<file path="src/pcsq_pkg.sv">
// Package for the per-channel symmetric quantizer: payload structs and constants.
// No dependencies.
`default_nettype none
package pcsq_pkg;
  localparam int DEPTH_DEFAULT = 64;
  localparam logic [6:0] CLAMP_RESET = 7'd127;
  localparam logic [30:0] SCALE_MAX = 31'h7FFF_FFFF;
  localparam logic [0:0] REG_CLAMP = 1'b0;

  typedef struct packed {
    logic signed [31:0] weight_sample;
    logic               last_in_channel;
  } in_item_t;

  typedef struct packed {
    logic signed [7:0] quant_value;
    logic [5:0]        element_index;
    logic [30:0]       channel_scale;
    logic              last_out;
    logic              truncated;
  } out_item_t;

  // Divider request/response between sequencer and divider.
  typedef struct packed {
    logic        start;
    logic [39:0] num;
    logic [39:0] den;
  } div_req_t;

  typedef struct packed {
    logic        done;
    logic [39:0] quo;
  } div_rsp_t;
endpackage
`default_nettype wire

</file>
<file path="src/pcsq_div.sv">
// Radix-2 restoring divider, 40-bit unsigned, one quotient bit per cycle.
// Depends on pcsq_pkg.
`default_nettype none
module pcsq_div (
  input  wire logic               clk,
  input  wire logic               rst_n,
  input  wire pcsq_pkg::div_req_t req,
  output pcsq_pkg::div_rsp_t      rsp
);
  import pcsq_pkg::*;

  logic [39:0] quo_r, quo_nxt;
  logic [40:0] rem_r, rem_nxt;
  logic [39:0] den_r, den_nxt;
  logic [5:0]  cnt_r, cnt_nxt;
  logic        busy_r, busy_nxt;
  logic        done_r, done_nxt;
  logic [40:0] trial;

  // Shift in one numerator bit, subtract if it fits
  always_comb begin
    quo_nxt  = quo_r;
    rem_nxt  = rem_r;
    den_nxt  = den_r;
    cnt_nxt  = cnt_r;
    busy_nxt = busy_r;
    done_nxt = 1'b0;
    trial    = {rem_r[39:0], quo_r[39]};
    if (req.start) begin
      quo_nxt  = req.num;
      rem_nxt  = '0;
      den_nxt  = req.den;
      cnt_nxt  = 6'd40;
      busy_nxt = 1'b1;
    end else if (busy_r) begin
      if (trial >= {1'b0, den_r}) begin
        rem_nxt = trial - {1'b0, den_r};
        quo_nxt = {quo_r[38:0], 1'b1};
      end else begin
        rem_nxt = trial;
        quo_nxt = {quo_r[38:0], 1'b0};
      end
      cnt_nxt = cnt_r - 6'd1;
      if (cnt_r == 6'd1) begin
        busy_nxt = 1'b0;
        done_nxt = 1'b1;
      end
    end
  end

  always_ff @(posedge clk) begin
    if (!rst_n) begin
      busy_r <= 1'b0;
      done_r <= 1'b0;
      cnt_r  <= '0;
    end else begin
      busy_r <= busy_nxt;
      done_r <= done_nxt;
      cnt_r  <= cnt_nxt;
    end
    quo_r <= quo_nxt;
    rem_r <= rem_nxt;
    den_r <= den_nxt;
  end

  assign rsp.done = done_r;
  assign rsp.quo  = quo_r;

  // Done pulses only after a running division
  a_done_after_busy: assert property (@(posedge clk) disable iff (!rst_n)
    done_r |-> $past(busy_r)) else $error("done without busy");
  a_cnt_zero_idle: assert property (@(posedge clk) disable iff (!rst_n)
    !busy_r && !req.start |=> cnt_r == $past(cnt_r)) else $error("count moved");
  a_no_start_busy: assert property (@(posedge clk) disable iff (!rst_n)
    done_r |-> !busy_r) else $error("done while busy");
endmodule
`default_nettype wire

</file>
<file path="src/pcsq_buf.sv">
// Weight buffer: single-port-write, registered-read synchronous memory.
// Depends on pcsq_pkg.
`default_nettype none
module pcsq_buf #(
  parameter int DEPTH = pcsq_pkg::DEPTH_DEFAULT,
  localparam int AW = (DEPTH > 1) ? $clog2(DEPTH) : 1
) (
  input  wire logic          clk,
  input  wire logic          wr_en,
  input  wire logic [AW-1:0] wr_addr,
  input  wire logic [31:0]   wr_data,
  input  wire logic [AW-1:0] rd_addr,
  output logic [31:0]        rd_data
);
  import pcsq_pkg::*;

  logic [31:0] mem [DEPTH];

  // Write and registered read
  always_ff @(posedge clk) begin
    if (wr_en) mem[wr_addr] <= wr_data;
    rd_data <= mem[rd_addr];
  end
endmodule
`default_nettype wire

</file>
<file path="src/per_channel_symmetric_quantizer_top.sv">
// Per-channel symmetric quantizer top: sequencer, APB register, output stage.
// Depends on pcsq_pkg, pcsq_buf, pcsq_div.
//
// Usage: weights enter on in_* one beat per cycle while the block collects a
// channel (Q15.16 signed words). The beat with last_in_channel set, or the
// one that fills the DEPTH-entry buffer, closes the channel (truncated set in
// the latter case). The block then divides once for the scale (on the
// shared bit-serial divider) and, per element, reads the buffer and runs
// one division for the quantized value; the divider sets the rate. Input
// stall stays high from channel close until the last result beat is loaded
// into the output register. Results leave through that register: when
// out_stall is high the beat holds and the sequencer waits.
// clamp_limit is written over the cfg_ APB port at address 0 (reset 127) and
// is used from channel close through the last result of that channel.
// Synchronous active-low reset empties the buffer count and clears max.
`default_nettype none
module per_channel_symmetric_quantizer_top #(
  parameter int DEPTH = pcsq_pkg::DEPTH_DEFAULT
) (
  input  wire logic                clk,
  input  wire logic                rst_n,
  input  wire logic                in_valid,
  output logic                     in_stall,
  input  wire pcsq_pkg::in_item_t  in_data,
  output logic                     out_valid,
  input  wire logic                out_stall,
  output pcsq_pkg::out_item_t      out_data,
  input  wire logic                cfg_psel,
  input  wire logic                cfg_penable,
  input  wire logic                cfg_pwrite,
  input  wire logic [2:0]          cfg_paddr,
  input  wire logic [31:0]         cfg_pwdata,
  output logic [31:0]              cfg_prdata,
  output logic                     cfg_pready
);
  import pcsq_pkg::*;

  localparam int AW = (DEPTH > 1) ? $clog2(DEPTH) : 1;
  localparam int CW = $clog2(DEPTH + 1);
  localparam logic [CW-1:0] DEPTH_C = CW'(DEPTH);

  typedef enum logic [5:0] {
    S_FILL  = 6'b000001,
    S_SCALE = 6'b000010,
    S_READ  = 6'b000100,
    S_QDIV  = 6'b001000,
    S_WAIT  = 6'b010000,
    S_EMIT  = 6'b100000
  } state_t;

  state_t state_r, state_nxt;
  logic [6:0]    clamp_r;
  logic [CW-1:0] cnt_r, cnt_nxt;
  logic [CW-1:0] idx_r, idx_nxt;
  logic [31:0]   amax_r, amax_nxt;
  logic [30:0]   scale_r, scale_nxt;
  logic          trunc_r, trunc_nxt;
  logic          neg_r, neg_nxt;
  logic          out_valid_r;
  out_item_t     out_r, out_nxt;
  logic          out_load;
  div_req_t      dreq;
  div_rsp_t      drsp;
  logic [31:0]   rd_data, mag_in, mag_rd;
  logic [38:0]   qprod;
  logic          in_acc;
  logic [39:0]   q_calc;
  logic [7:0]    q_mag;

  // APB register
  assign cfg_pready = 1'b1;
  assign cfg_prdata = (cfg_paddr[2] == REG_CLAMP) ? {25'd0, clamp_r} : 32'd0;
  always_ff @(posedge clk) begin
    if (!rst_n) clamp_r <= CLAMP_RESET;
    else if (cfg_psel && cfg_penable && cfg_pwrite && cfg_paddr[2] == REG_CLAMP)
      clamp_r <= cfg_pwdata[6:0];
  end

  assign in_stall = (state_r != S_FILL);
  assign in_acc   = in_valid && !in_stall;
  assign mag_in   = in_data.weight_sample[31] ? 32'(-in_data.weight_sample)
                                              : in_data.weight_sample;
  assign mag_rd   = rd_data[31] ? (32'd0 - rd_data) : rd_data;
  // Magnitude times clamp needs 39 bits
  assign qprod    = 39'(mag_rd) * 39'(clamp_r);

  pcsq_buf #(.DEPTH(DEPTH)) u_buf (
    .clk     (clk),
    .wr_en   (in_acc),
    .wr_addr (cnt_r[AW-1:0]),
    .wr_data (in_data.weight_sample),
    .rd_addr (idx_r[AW-1:0]),
    .rd_data (rd_data)
  );

  pcsq_div u_div (.clk(clk), .rst_n(rst_n), .req(dreq), .rsp(drsp));

  // Clamp the division result to clamp_limit
  assign q_calc = (drsp.quo > {33'd0, clamp_r}) ? {33'd0, clamp_r} : drsp.quo;
  assign q_mag  = {1'b0, q_calc[6:0]};

  // Sequencer
  always_comb begin
    state_nxt = state_r;
    cnt_nxt   = cnt_r;
    idx_nxt   = idx_r;
    amax_nxt  = amax_r;
    scale_nxt = scale_r;
    trunc_nxt = trunc_r;
    neg_nxt   = neg_r;
    out_nxt   = out_r;
    out_load  = 1'b0;
    dreq      = '0;
    unique case (state_r)
      S_FILL: begin
        if (in_acc) begin
          cnt_nxt = cnt_r + CW'(1);
          if (mag_in > amax_r) amax_nxt = mag_in;
          if (in_data.last_in_channel || cnt_r + CW'(1) == DEPTH_C) begin
            trunc_nxt = !in_data.last_in_channel;
            idx_nxt   = '0;
            state_nxt = S_SCALE;
            dreq.start = 1'b1;
            dreq.num   = {7'd0, amax_nxt, 1'b0} + 40'(clamp_r);
            dreq.den   = {32'd0, clamp_r, 1'b0};
          end
        end
      end
      S_SCALE: begin
        if (drsp.done) begin
          if (amax_r == 32'd0) scale_nxt = '0;
          else if (clamp_r == 7'd0 || drsp.quo > {9'd0, SCALE_MAX}) scale_nxt = SCALE_MAX;
          else scale_nxt = drsp.quo[30:0];
          state_nxt = S_READ;
        end
      end
      S_READ: state_nxt = S_QDIV;
      S_QDIV: begin
        neg_nxt    = rd_data[31];
        dreq.start = 1'b1;
        dreq.num   = {qprod, 1'b0} + 40'(amax_r);
        dreq.den   = {7'd0, amax_r, 1'b0};
        state_nxt  = S_WAIT;
      end
      S_WAIT: begin
        if (drsp.done) state_nxt = S_EMIT;
      end
      S_EMIT: begin
        if (!out_valid_r || !out_stall) begin
          out_load = 1'b1;
          out_nxt.quant_value = (amax_r == 0 || clamp_r == 0) ? 8'sd0 :
                                (neg_r ? 8'(-q_mag) : q_mag);
          out_nxt.element_index = 6'(idx_r);
          out_nxt.channel_scale = scale_r;
          out_nxt.last_out      = (idx_r + CW'(1) == cnt_r);
          out_nxt.truncated     = trunc_r;
          idx_nxt = idx_r + CW'(1);
          if (idx_r + CW'(1) == cnt_r) begin
            cnt_nxt   = '0;
            amax_nxt  = '0;
            state_nxt = S_FILL;
          end else begin
            state_nxt = S_READ;
          end
        end
      end
      default: state_nxt = S_FILL;
    endcase
  end

  always_ff @(posedge clk) begin
    if (!rst_n) begin
      state_r     <= S_FILL;
      cnt_r       <= '0;
      amax_r      <= '0;
      idx_r       <= '0;
      out_valid_r <= 1'b0;
    end else begin
      state_r <= state_nxt;
      cnt_r   <= cnt_nxt;
      amax_r  <= amax_nxt;
      idx_r   <= idx_nxt;
      if (out_load) out_valid_r <= 1'b1;
      else if (!out_stall) out_valid_r <= 1'b0;
    end
    scale_r <= scale_nxt;
    trunc_r <= trunc_nxt;
    neg_r   <= neg_nxt;
    out_r   <= out_nxt;
  end

  assign out_valid = out_valid_r;
  assign out_data  = out_r;

  // Buffer never overfills; input closed outside fill; last beat ends channel
  a_cnt_bound: assert property (@(posedge clk) disable iff (!rst_n)
    cnt_r <= DEPTH_C) else $error("fill count overflow");
  a_stall_busy: assert property (@(posedge clk) disable iff (!rst_n)
    state_r != S_FILL |-> in_stall) else $error("input open while busy");
  a_last_clears: assert property (@(posedge clk) disable iff (!rst_n)
    out_load && out_nxt.last_out |=> cnt_r == '0 && amax_r == '0)
    else $error("channel state not cleared");
endmodule
`default_nettype wire
</file>
<file path="config.mk">
export PLATFORM = sky130hd
export DESIGN_NAME = per_channel_symmetric_quantizer_top
export DESIGN_NICKNAME = d
export VERILOG_FILES = /design/src/pcsq_pkg.sv /design/src/pcsq_div.sv /design/src/pcsq_buf.sv /design/src/per_channel_symmetric_quantizer_top.sv
export SDC_FILE = /design/constraint.sdc
export NUM_CORES = 2
export LEC_CHECK = 0
export BUFFER_PORTS_ARGS = -buffer_cell sky130_fd_sc_hd__buf_2
export CAP_MARGIN = 20
export CORE_MARGIN = 1.5
export CORE_UTILIZATION = 45
export DETAILED_ROUTE_END_ITERATION = 7
export GPL_ROUTABILITY_DRIVEN = 1
export GPL_TIMING_DRIVEN = 0
export PLACE_DENSITY = 0.65
export SLEW_MARGIN = 20
export SYNTH_ARGS = -nofsm -noshare
export SYNTH_HDL_FRONTEND = slang
export SYNTH_SLANG_ARGS = --single-unit
</file>
<file path="constraint.sdc">
create_clock -name clk -period 9.9 [get_ports clk]
set_input_delay 1.98 -clock clk [delete_from_list [all_inputs] [get_ports clk]]
set_output_delay 1.98 -clock clk [all_outputs]
set_load 0.02 [all_outputs]
</file>
==> out/summary.txt <==
Status: finished, final reports clean
Fmax: 0.1053 GHz
Setup CP Type: input port to flop
Final hold violations: 0
Actual slew at the worst max-slew pin: 1256 ps
Die height: 481.6 um
Die Area: 0.2320 sq mm
Worst Skew: 73.63 ps
# nets final: 6738
Arr. time, crit path: 10060 ps
Fin crit share: 0.9593
Routed vias/inst: 6.037
Area grow syn2layout: 14.57%
Worst IR drop on VDD: 0.5231 mV
Pwr/cell area: 305.5 mW/mm^2
Crit-path slowest cell: nor4_4
MaxCap Viol Count: 0
Post-route ant nets: 0
Post-synth top area cell: edfxtp_1
Clock Sinks: 2340
IO Count: 157
DR WL/cell: 30.55 um
Crit path time final: 9497 ps
Top post-synthesis cells by area: edfxtp_1, mux4_2, fa_1, dfxtp_1, ha_1
Synth Instances: 5874
Post-Syn Area: 0.1031 sq mm
Crit start category: input port
Top FF cell, synth: edfxtp_1
Total vias in the final route: 57710
Final Non-Filler Cells: 9559
WHS: 394.2 ps
IO Port Bufs: 102
Post-synth EDFFs: 2200
Number of global-route vias before repair: 56730
Total grt overflow: 0
Most common cell in the synthesized netlist: edfxtp_1
Fin Setup TNS: 0 ps
Die Wd: 481.6 um
Global-route wire length before repair: 413000 um
Detailed placement HPWL: 203300 um
Share of cells above drive strength 1: 0.2155
Async set-reset flop share out of synthesis: 0
Core outline area: 0.2275 sq mm
Clock root cell: clkbuf_16
Largest net degree at the start of global routing: 71
Worst-path clk slew: 60 ps
Skew-Pair Late Insertion Delay: 900 ps
GRT Resource Usage Total: 0.2506
H-tree depth: 4
CTS tree: yes
Hold/Removal Path Class: flop to flop
Yosys top cell area share: 0.6408
Initial antenna violation count: 25
Routability cong.: 0.9280
Seq/Total Area, Yosys: 0.6680
Worst-path fanout max: 67
Yosys warning count: 0
Num CTS Buffers: 225
Leak pwr: 38.28 nW
Final setup fails: 0
DRT iter0 DRCs: 6600
# placed instances: 9107
Synth Register Bits: 2340
Most frequent cells after synthesis: edfxtp_1, mux4_2, nor2_1, inv_1, clkbuf_1
Critical path's largest stage delay: 500 ps
Row count: 175
Post-synthesis cell type count: 79
Worst path required time: 10460 ps
Drt pass-1 iters: 5
Final WL: 292100 um
Rel. slew slack: 0.1605
Most common cell on crit path: inv_1
Drc violations: 0
Clk buf depth: 3
Max-slew violations: 0
Syn Area/Cell: 17.55 sq um
Starting density of the core: 0.4532
Crit end category: flop
==> stage by stage <==
stage,setup WS [ps],util,cell area (sq um),power [mW]
after CTS,25.76,0.5177,117800,35.88
after floorplan,1232,-,103200,22.80
final,403.0,0.5192,118100,36.08
after global routing,-18.56,0.5191,118100,37.98
after detailed placement,-2308,0.4852,110400,27.29
after global placement,-2304,0.4724,107500,27.24
==> layout make-up <==
cell class,count,area (sq um)
Fill cell,17980,109400
Sequential cell,2340,68870
Multi-Input combinational cell,2979,32800
Clock buffer,297,6005
Tap cell,3009,3765
Timing Repair Buffer,211,3018
Buffer,310,1329
Clock inverter,132,1299
Inverter,269,1010
Antenna cell,12,30.03
==> sequential cells by signal, summed over array words and instances (netlist names), 7 cells and up <==
register	count
u_buf.rd_data	32
idx_r	7
u_buf.mem	2048
scale_r	31
out_data	47
u_div.quo_r	40
amax_r	32
clamp_r	7
u_div.rem_r	40
u_div.den_r	32
cnt_r	7
==> final timing paths <==
check	depth (start not counted)	from	slack (ps)	to
worst max-delay path	29	in_data[11]	400	u_div.quo_r[31]
worst min-delay path	0	scale_r[21]	390	out_data[23]
worst min register to register	0	scale_r[21]	390	out_data[23]
worst max register to register	33	u_buf.rd_data[5]	410	u_div.quo_r[33]
==> where the power goes <==
group          switching [mW]  internal, mW  leakage, nW
combinational            10.1          6.33         13.8
sequential              0.146          11.0         21.0
clock                    3.77          4.73         3.52
total                    14.1          22.0         38.3
==> layout by cell type (no fill, tap or decap), types with 28 or more instances in the layout <==
cell type  count
edfxtp_1    2200
mux4_2       667
nor2_1       331
inv_1        267
clkbuf_1     260
clkbuf_16    228
nand2_1      200
ha_1         175
a21oi_1      165
o21ai_0      154
fa_1         152
dfxtp_1      140
xnor2_1      117
buf_2         85
xor2_1        81
a21o_1        66
nor2_4        66
buf_4         66
o21a_1        58
nand3_1       55
nor2b_1       55
buf_16        55
clkinv_1      54
nor3_1        44
a22oi_1       42
mux2i_1       41
clkbuf_2      39
nand2b_1      39
buf_12        37
clkinv_2      36
buf_1         35
and2_1        32
nor4_1        29
nand4_1       29
a211oi_1      28
==> what timing repair did <==
action / CTS / global route
hold buffers: 0 / 0
resized for setup: 17 / 32
setup endpoints to repair: 30 / 27
setup buffers: 1 / 7
pin swaps: 1 / 6
cloned: 0 / 0
==> routing by layer <==
metal | routed length [um] | GRT usage
met1 | 115100 | 0.3378
met2 | 139400 | 0.4023
met3 | 25870 | 0.05345
met4 | 11580 | 0.09224
met5 | 74 | 0
==> logic make-up (layout without fill, tap and decap cells) <==
logic type	after synthesis	count (layout)	share of synthesized area
fa+ha+maj	327	327	0.05075
compound gates	705	705	0.04465
other cells	2	38	0.00007284
flops	2340	2340	0.6680
mux	718	718	0.1508
xor+xnor	212	212	0.01801
simple gates	991	991	0.04574
buf+inv	579	1219	0.02203
==> critical path, delay by kind of cell <==
family          cells  cell delay (ps)
simple gates        8             2370
compound gates      8             2160
buf+inv             7             1630
fa+ha+maj           3              990
xor+xnor            2              510
mux                 1              320
Power figures use the tool's default switching activity.
